### config.mk
export PLATFORM = sky130hd
export DESIGN_NAME = integer_to_radix_ascii
export DESIGN_NICKNAME = d
export VERILOG_FILES = /design/src/i2ra_pkg.sv /design/src/integer_to_radix_ascii.sv /design/src/i2ra_datapath.sv /design/src/i2ra_ctrl.sv
export VERILOG_INCLUDE_DIRS = /design/src /design/src/src
export SDC_FILE = /design/constraint.sdc
export NUM_CORES = 1
export LEC_CHECK = 0
export ABC_AREA = 1
export BUFFER_PORTS_ARGS = -buffer_cell sky130_fd_sc_hd__buf_2
export CAP_MARGIN = 20
export CELL_PAD_IN_SITES_DETAIL_PLACEMENT = 1
export CELL_PAD_IN_SITES_GLOBAL_PLACEMENT = 1
export CORE_UTILIZATION = 32
export DETAILED_ROUTE_END_ITERATION = 12
export MAX_ROUTING_LAYER = met4
export PLACE_DENSITY = 0.64
export RECOVER_POWER = 50
export SKIP_CTS_REPAIR_TIMING = 1
export SLEW_MARGIN = 20
export SYNTH_ARGS = -nofsm -noshare
export SYNTH_HDL_FRONTEND = slang
export SYNTH_SLANG_ARGS = --single-unit
### constraint.sdc
create_clock -name clk -period 20.1 [get_ports clk]
set_clock_uncertainty 0.1 [all_clocks]
set_input_delay 4.02 -clock clk [delete_from_list [all_inputs] [get_ports clk]]
set_output_delay 4.02 -clock clk [all_outputs]
set_load 0.02 [all_outputs]
### src/integer_to_radix_ascii_assert.svh
// ---------------------------------------------------------------------------
// Assertion macros for the integer to radix ASCII converter
// Both macros check on the rising edge of clk and are quiet while arst_n is
// low. They expand to nothing when SYNTHESIS is defined.
// ---------------------------------------------------------------------------
`ifndef INTEGER_TO_RADIX_ASCII_ASSERT_SVH
`define INTEGER_TO_RADIX_ASCII_ASSERT_SVH

`ifndef SYNTHESIS

// Condition that must hold at every edge.
`define I2RA_ASSERT(lbl, cond, msg) \
	lbl: assert property (@(posedge clk) disable iff (!arst_n) (cond)) else $error(msg);

// Antecedent in a cycle implies the consequent in the same cycle.
`define I2RA_ASSERT_IMPL(lbl, ante, cons, msg) \
	lbl: assert property (@(posedge clk) disable iff (!arst_n) (ante) |-> (cons)) \
		else $error(msg);

`else

`define I2RA_ASSERT(lbl, cond, msg)
`define I2RA_ASSERT_IMPL(lbl, ante, cons, msg)

`endif

`endif

### src/i2ra_pkg.sv
// ---------------------------------------------------------------------------
// i2ra_pkg
// Shared constants, types and helpers of the integer to radix ASCII block.
// ---------------------------------------------------------------------------
`default_nettype none

package i2ra_pkg;

	localparam int VALUE_WIDTH_DEF = 32;
	// quotient bits retired per divider cycle
	localparam int BITS_PER_STEP = 8;

	localparam logic [5:0] RADIX_MIN   = 6'd2;
	localparam logic [5:0] RADIX_MAX   = 6'd36;
	localparam logic [5:0] RADIX_RESET = 6'd10;

	localparam logic [5:0] DIGIT_NINE = 6'd9;
	localparam logic [5:0] DIGIT_TEN  = 6'd10;

	localparam logic [6:0] CH_ZERO  = 7'h30;
	localparam logic [6:0] CH_A     = 7'h41;
	localparam logic [6:0] CH_MINUS = 7'h2D;

	typedef enum logic [2:0] {
		ST_IDLE,
		ST_DIV,
		ST_FETCH,
		ST_SIGN,
		ST_SEND
	} state_t;

	typedef struct packed {
		logic load;       // take a new value
		logic div_step;   // retire one chunk of quotient bits
		logic digit_end;  // chunk closes a digit: store remainder
		logic rd_first;   // read the most significant stored digit
		logic rd_next;    // read the next lower digit
		logic sel_sign;   // drive the minus sign
	} cmd_t;

	typedef struct packed {
		logic q_zero;     // quotient after this step is zero
		logic neg;        // value being converted is negative
		logic idx_zero;   // read pointer at the least significant digit
	} stat_t;

	function automatic logic [6:0] digit_char(input logic [5:0] d);
		logic [6:0] c;
		if (d <= DIGIT_NINE)
			c = CH_ZERO + {1'b0, d};
		else
			c = CH_A + {1'b0, d - DIGIT_TEN};
		return c;
	endfunction

endpackage

`default_nettype wire

### src/integer_to_radix_ascii.sv
// ---------------------------------------------------------------------------
// integer_to_radix_ascii
// Converts a signed integer into its ASCII text in a programmable base.
// ---------------------------------------------------------------------------
// One value is in flight at a time. After the input transfer the divider
// retires 8 quotient bits per cycle, working through the whole quotient for
// each digit; the characters then follow, one per cycle while the sink is
// ready (sign first if negative). The base register (2..36, reset 10,
// out-of-range writes clamp) must only be written while the block is idle.
// Digits 10 and up are 'A'..'Z'; last marks the final character.
// ---------------------------------------------------------------------------
`default_nettype none

module integer_to_radix_ascii #(
	parameter int VALUE_WIDTH = i2ra_pkg::VALUE_WIDTH_DEF
) (
	input  wire logic                          clk,
	input  wire logic                          arst_n,
	input  wire logic                          in_valid,
	output      logic                          in_ready,
	input  wire logic signed [VALUE_WIDTH-1:0] value,
	output      logic                          out_valid,
	input  wire logic                          out_ready,
	output      logic [6:0]                    character,
	output      logic                          last,
	input  wire logic                          cfg_wen,
	input  wire logic [5:0]                    cfg_wdata
);
	import i2ra_pkg::*;

	cmd_t  cmd;
	stat_t stat;

	i2ra_ctrl #(
		.VALUE_WIDTH (VALUE_WIDTH)
	) u_ctrl (
		.clk       (clk),
		.arst_n    (arst_n),
		.in_valid  (in_valid),
		.in_ready  (in_ready),
		.out_valid (out_valid),
		.out_ready (out_ready),
		.stat      (stat),
		.cmd       (cmd)
	);

	i2ra_datapath #(
		.VALUE_WIDTH (VALUE_WIDTH)
	) u_datapath (
		.clk       (clk),
		.arst_n    (arst_n),
		.cmd       (cmd),
		.stat      (stat),
		.value     (value),
		.cfg_wen   (cfg_wen),
		.cfg_wdata (cfg_wdata),
		.character (character),
		.last      (last)
	);

endmodule

`default_nettype wire

### src/i2ra_datapath.sv
// ---------------------------------------------------------------------------
// i2ra_datapath
// Radix register, chunked restoring divider, digit store and output select.
// ---------------------------------------------------------------------------
`default_nettype none

`include "integer_to_radix_ascii_assert.svh"

module i2ra_datapath #(
	parameter int VALUE_WIDTH = i2ra_pkg::VALUE_WIDTH_DEF
) (
	input  wire logic                          clk,
	input  wire logic                          arst_n,
	input  wire i2ra_pkg::cmd_t                cmd,
	output      i2ra_pkg::stat_t               stat,
	input  wire logic signed [VALUE_WIDTH-1:0] value,
	input  wire logic                          cfg_wen,
	input  wire logic [5:0]                    cfg_wdata,
	output      logic [6:0]                    character,
	output      logic                          last
);
	import i2ra_pkg::*;

	localparam int NCHUNK = (VALUE_WIDTH + BITS_PER_STEP - 1) / BITS_PER_STEP;
	localparam int QW     = NCHUNK * BITS_PER_STEP;
	localparam int IW     = $clog2(VALUE_WIDTH);
	localparam int CNTW   = $clog2(VALUE_WIDTH + 1);

	logic [5:0]             rdx_q;
	logic [QW-1:0]          q_q;
	logic [5:0]             rem_q;
	logic [CNTW-1:0]        cnt_q;
	logic                   neg_q;
	logic [IW-1:0]          rd_idx_q;
	logic [5:0]             rd_q;
	logic [5:0]             mem [VALUE_WIDTH];

	logic [VALUE_WIDTH-1:0] raw;
	logic [VALUE_WIDTH-1:0] mag;
	logic [QW-1:0]          q_t;
	logic [6:0]             rem_t;
	logic [CNTW-1:0]        cnt_m1;
	logic [IW-1:0]          rd_addr;
	logic                   rd_en;

	assign raw = value;
	assign mag = raw[VALUE_WIDTH-1] ? (~raw + VALUE_WIDTH'(1)) : raw;

	// configuration: clamp into the legal base range
	always_ff @(posedge clk or negedge arst_n) begin
		if (!arst_n) begin
			rdx_q <= RADIX_RESET;
		end else if (cfg_wen) begin
			if (cfg_wdata < RADIX_MIN)
				rdx_q <= RADIX_MIN;
			else if (cfg_wdata > RADIX_MAX)
				rdx_q <= RADIX_MAX;
			else
				rdx_q <= cfg_wdata;
		end
	end

	// shift dividend bits in MSB first, quotient bits replace them at the bottom
	always_comb begin
		rem_t = {1'b0, rem_q};
		q_t   = q_q;
		for (int i = 0; i < BITS_PER_STEP; i++) begin
			rem_t = {rem_t[5:0], q_t[QW-1]};
			q_t   = {q_t[QW-2:0], 1'b0};
			if (rem_t >= {1'b0, rdx_q}) begin
				rem_t  = rem_t - {1'b0, rdx_q};
				q_t[0] = 1'b1;
			end
		end
	end

	always_ff @(posedge clk or negedge arst_n) begin
		if (!arst_n) begin
			rem_q <= '0;
			cnt_q <= '0;
			neg_q <= 1'b0;
		end else if (cmd.load) begin
			rem_q <= '0;
			cnt_q <= '0;
			neg_q <= raw[VALUE_WIDTH-1];
		end else if (cmd.div_step) begin
			rem_q <= cmd.digit_end ? 6'd0 : rem_t[5:0];
			if (cmd.digit_end)
				cnt_q <= cnt_q + CNTW'(1);
		end
	end

	always_ff @(posedge clk) begin
		if (cmd.load)
			q_q <= QW'(mag);
		else if (cmd.div_step)
			q_q <= q_t;
	end

	assign cnt_m1  = cnt_q - CNTW'(1);
	assign rd_en   = cmd.rd_first | cmd.rd_next;
	assign rd_addr = cmd.rd_first ? cnt_m1[IW-1:0] : (rd_idx_q - IW'(1));

	always_ff @(posedge clk) begin
		if (cmd.div_step && cmd.digit_end)
			mem[cnt_q[IW-1:0]] <= rem_t[5:0];
		if (rd_en)
			rd_q <= mem[rd_addr];
	end

	always_ff @(posedge clk or negedge arst_n) begin
		if (!arst_n)
			rd_idx_q <= '0;
		else if (rd_en)
			rd_idx_q <= rd_addr;
	end

	assign stat.q_zero   = (q_t == '0);
	assign stat.neg      = neg_q;
	assign stat.idx_zero = (rd_idx_q == '0);

	assign character = cmd.sel_sign ? CH_MINUS : digit_char(rd_q);
	assign last      = stat.idx_zero & ~cmd.sel_sign;

	`I2RA_ASSERT(a_radix_range, rdx_q >= RADIX_MIN && rdx_q <= RADIX_MAX, "radix out of range")
	`I2RA_ASSERT(a_rem_below_radix, rem_q < rdx_q, "partial remainder not below radix")
	`I2RA_ASSERT(a_count_bound, cnt_q <= CNTW'(VALUE_WIDTH), "digit count past store depth")
	`I2RA_ASSERT_IMPL(a_read_under, cmd.rd_next, !stat.idx_zero, "read below first digit")

endmodule

`default_nettype wire

### src/i2ra_ctrl.sv
// ---------------------------------------------------------------------------
// i2ra_ctrl
// Sequencer: accept, divide digit by digit, then stream the sign if negative and the digits.
// ---------------------------------------------------------------------------
`default_nettype none

module i2ra_ctrl #(
	parameter int VALUE_WIDTH = i2ra_pkg::VALUE_WIDTH_DEF
) (
	input  wire logic            clk,
	input  wire logic            arst_n,
	input  wire logic            in_valid,
	output      logic            in_ready,
	output      logic            out_valid,
	input  wire logic            out_ready,
	input  wire i2ra_pkg::stat_t stat,
	output      i2ra_pkg::cmd_t  cmd
);
	import i2ra_pkg::*;

	localparam int NCHUNK = (VALUE_WIDTH + BITS_PER_STEP - 1) / BITS_PER_STEP;
	localparam int CW     = (NCHUNK > 1) ? $clog2(NCHUNK) : 1;

	state_t        state_q, state_d;
	logic [CW-1:0] chunk_q, chunk_d;
	logic          chunk_last;

	assign chunk_last = (chunk_q == CW'(NCHUNK - 1));

	always_ff @(posedge clk or negedge arst_n) begin
		if (!arst_n) begin
			state_q <= ST_IDLE;
			chunk_q <= '0;
		end else begin
			state_q <= state_d;
			chunk_q <= chunk_d;
		end
	end

	always_comb begin
		state_d   = state_q;
		chunk_d   = chunk_q;
		cmd       = '0;
		in_ready  = 1'b0;
		out_valid = 1'b0;
		unique case (state_q)
			ST_IDLE: begin
				in_ready = 1'b1;
				if (in_valid) begin
					cmd.load = 1'b1;
					chunk_d  = '0;
					state_d  = ST_DIV;
				end
			end
			ST_DIV: begin
				cmd.div_step = 1'b1;
				if (chunk_last) begin
					cmd.digit_end = 1'b1;
					chunk_d       = '0;
					if (stat.q_zero)
						state_d = ST_FETCH;
				end else begin
					chunk_d = chunk_q + CW'(1);
				end
			end
			ST_FETCH: begin
				cmd.rd_first = 1'b1;
				state_d      = stat.neg ? ST_SIGN : ST_SEND;
			end
			ST_SIGN: begin
				out_valid    = 1'b1;
				cmd.sel_sign = 1'b1;
				if (out_ready)
					state_d = ST_SEND;
			end
			ST_SEND: begin
				out_valid = 1'b1;
				// on each transfer but the last, fetch the next lower digit behind it
				if (out_ready) begin
					if (stat.idx_zero)
						state_d = ST_IDLE;
					else
						cmd.rd_next = 1'b1;
				end
			end
			default: begin
				state_d = ST_IDLE;
			end
		endcase
	end

endmodule

`default_nettype wire
==> metrics <==
result of the run=complete, but fails checks; failing checks=max-capacitance violations, max-slew violations; clock tree buffer depth=3; Antenna Nets Post-Route=0; antenna diode count=0; class of the tightest hold or removal check=reg2reg; CP arrival=15.68 ns; most instantiated library cell after synthesis=sky130_fd_sc_hd__edfxtp_1; part of the Yosys area used for sequential elements=53.52%; WP buf/inv=12; simple-gate share of the synthesized area=16.91%; adder and majority cell fraction of the synthesized area=6.494%; cell count after synthesis=1448; number of detailed-routing iterations run before antenna repair=5; Syn-to-layout area delta=12.65%; Clock Tree Root=sky130_fd_sc_hd__clkbuf_16; dominant combinational cell family by area after synthesis=simple AND/OR/NAND/NOR gates; Die Span X=212.8 um; routed vias=10.97k; Fmax achieved=0.06435 GHz; type of destination of the critical path=flip-flop; cell type with the largest total area after synthesis=sky130_fd_sc_hd__edfxtp_1; critical path peak fanout=32; summed area of non-filler cells in the final layout=0.01602 mm^2; count of input and output buffers=52; via count of the first global-routing pass=11.46k; CP max stage cell=sky130_fd_sc_hd__dfstp_2; final-report setup violation count=0; element type at the critical path start=flip-flop; biggest cell delay along the critical path=0.72 ns; die span in y=212.8 um; post-synthesis xor/xnor area fraction=4.004%; share of the synthesized area in the top cell type=48.57%; GRT Residual Overflow=0; number of synthesized flops with an enable pin=230; fill cell instance count of the final layout=5015; Skew-Pair Late Insertion Delay=0.56 ns; cell family with most CP delay=compound AO/OA/AOI/OAI gates; crit share post-route=77.31%; syn_area_per_cell=9.820 um^2; number of core rows=76; pin count of the biggest net entering global routing=71; asr flop ratio synth=10.85%; area inside the core boundary=0.04346 mm^2; starting density of the core=32.72%; required time at the worst-slack endpoint=20.24 ns; placed cell area=0.01509 mm^2; number of DRC markers in iteration 0=639; setup TNS after final layout=0 ns; mux cell area share after synthesis=0%; Top FF cell, synth=sky130_fd_sc_hd__edfxtp_1; Global Route Usage Sum=19.27%; synthesized netlist net count=1560; Synth warnings=0; unrepaired setup endpoints after global routing=false; total of flip-flops plus latches after synthesis=258; Most Frequent Cell on Critical Path=sky130_fd_sc_hd__nand2_1; worst-margin pin slew=2.663 ns; number of clock buffers inserted by TritonCTS=28; worst hold margin=0.4134 ns; Cell Area, Synth=0.01422 mm^2; clock sink total=258; die outline area=0.04528 mm^2; number of hold violations in the final report=0; first-pass GRT wire length=65020 um; combined flip-flop and latch cell area=0.007610 mm^2; I/O pin count=53; dpl hpwl=28790 um; minimum clock period=15.54 ns; max-cap violation count=5; area of the multi-input gates=0.005924 mm^2; final wirelength=41830 um; post-synthesis compound-gate area fraction=14.13%; Slew HR=-77.56%; H-tree level count=1; detailed-route wire length per cell=19.93 um; Final Slew Violations=226; NumNets Final=1604; count of unique library cells instantiated by Yosys=54; clock tree from TritonCTS=built; type of the worst setup path=reg2reg; clock-pin transition on the worst setup and hold timing paths=0.07 ns; number of vias per cell after detailed routing=5.224; top cells by count, synth=sky130_fd_sc_hd__edfxtp_1, sky130_fd_sc_hd__nand2_1, sky130_fd_sc_hd__nor2_1; Final GP Congestion=0.8622; number of DRC violations after detailed routing=0; fraction of final layout cells with drive strength greater than 1=10.11%; number of antenna violations at the first check in global routing=0; leading cell types by total area after synthesis=sky130_fd_sc_hd__edfxtp_1, sky130_fd_sc_hd__o21ai_0, sky130_fd_sc_hd__nand2_1
==> logic make-up (layout without fill, tap and decap cells) <==
| logic type | after synthesis | after routing |
|---|---|---|
| buf+inv | 179 | 245 |
| xor+xnor | 65 | 65 |
| simple gates | 536 | 536 |
| fa+ha+maj | 69 | 69 |
| flops | 258 | 258 |
| compound gates | 341 | 341 |
==> stage by stage <==
stage,util (%),cells,setup slack (ns)
finish,36.86,2099,4.560
global route,36.86,2099,2.802
CTS,36.89,2098,4.146
detailed placement,34.73,2046,4.226
global placement,34.73,2046,5.047
floorplan,-,1448,6.976
==> state kept, by name, summed over array words and instances, names as in the netlist <==
signal / count
u_datapath.q_q: 32
u_ctrl.state_q: 3
u_datapath.rd_q: 6
u_datapath.cnt_q: 5
u_datapath.rem_q: 6
u_ctrl.chunk_q: 2
u_datapath.neg_q: 1
u_datapath.mem: 192
u_datapath.rdx_q: 6
u_datapath.rd_idx_q: 5
==> area by class of cell <==
type | instances | area share, %
sequential | 258 | 47.51
multi-input combinational | 1011 | 36.99
clock buffer | 32 | 4.593
tap | 585 | 4.570
inverter | 127 | 2.976
timing repair buffer | 66 | 2.109
clock inverter | 20 | 1.258
==> cell usage in the layout, fill, tap and decap left out, drive strengths merged, types with 30 or more instances in the layout <==
cell type | Yosys | routed
nand2 | 221 | 221
o221ai | 30 | 30
xor2 | 39 | 39
nand3 | 64 | 64
o21ai | 204 | 204
nor2 | 192 | 192
edfxtp | 230 | 230
clkbuf | 47 | 46
buf | 5 | 52
ha | 61 | 61
inv | 125 | 124
a21oi | 39 | 39
==> layer usage <==
layer  part of all wire, %  vias to the layer above  track usage (%)
met4                   2.0                        0            4.887
met2                    49                      190            32.47
met5                     0                        -                -
li1                      -                     5216                -
met1                    46                     5505            24.70
met3                   3.3                       55            2.118
==> worst paths after layout <==
check	slack, ns	start	end	depth (start not counted)
worst max-delay path	4.56	u_datapath.rdx_q[1]	u_datapath.mem[7][2]	82
worst min-delay path	0.41	u_ctrl.chunk_q[0]	u_ctrl.chunk_q[0]	1
worst max register to register	4.56	u_datapath.rdx_q[1]	u_datapath.mem[7][2]	82
worst min register to register	0.41	u_ctrl.chunk_q[0]	u_ctrl.chunk_q[0]	1
max in group asynchronous	14.93	arst_n	u_datapath.rem_q[3]	1
min in group asynchronous	3.87	arst_n	u_datapath.rdx_q[0]	1
Power is left out: the tool's default activity adds up to more than one toggle a clock period on the data nets, which glitch-free logic cannot reach.
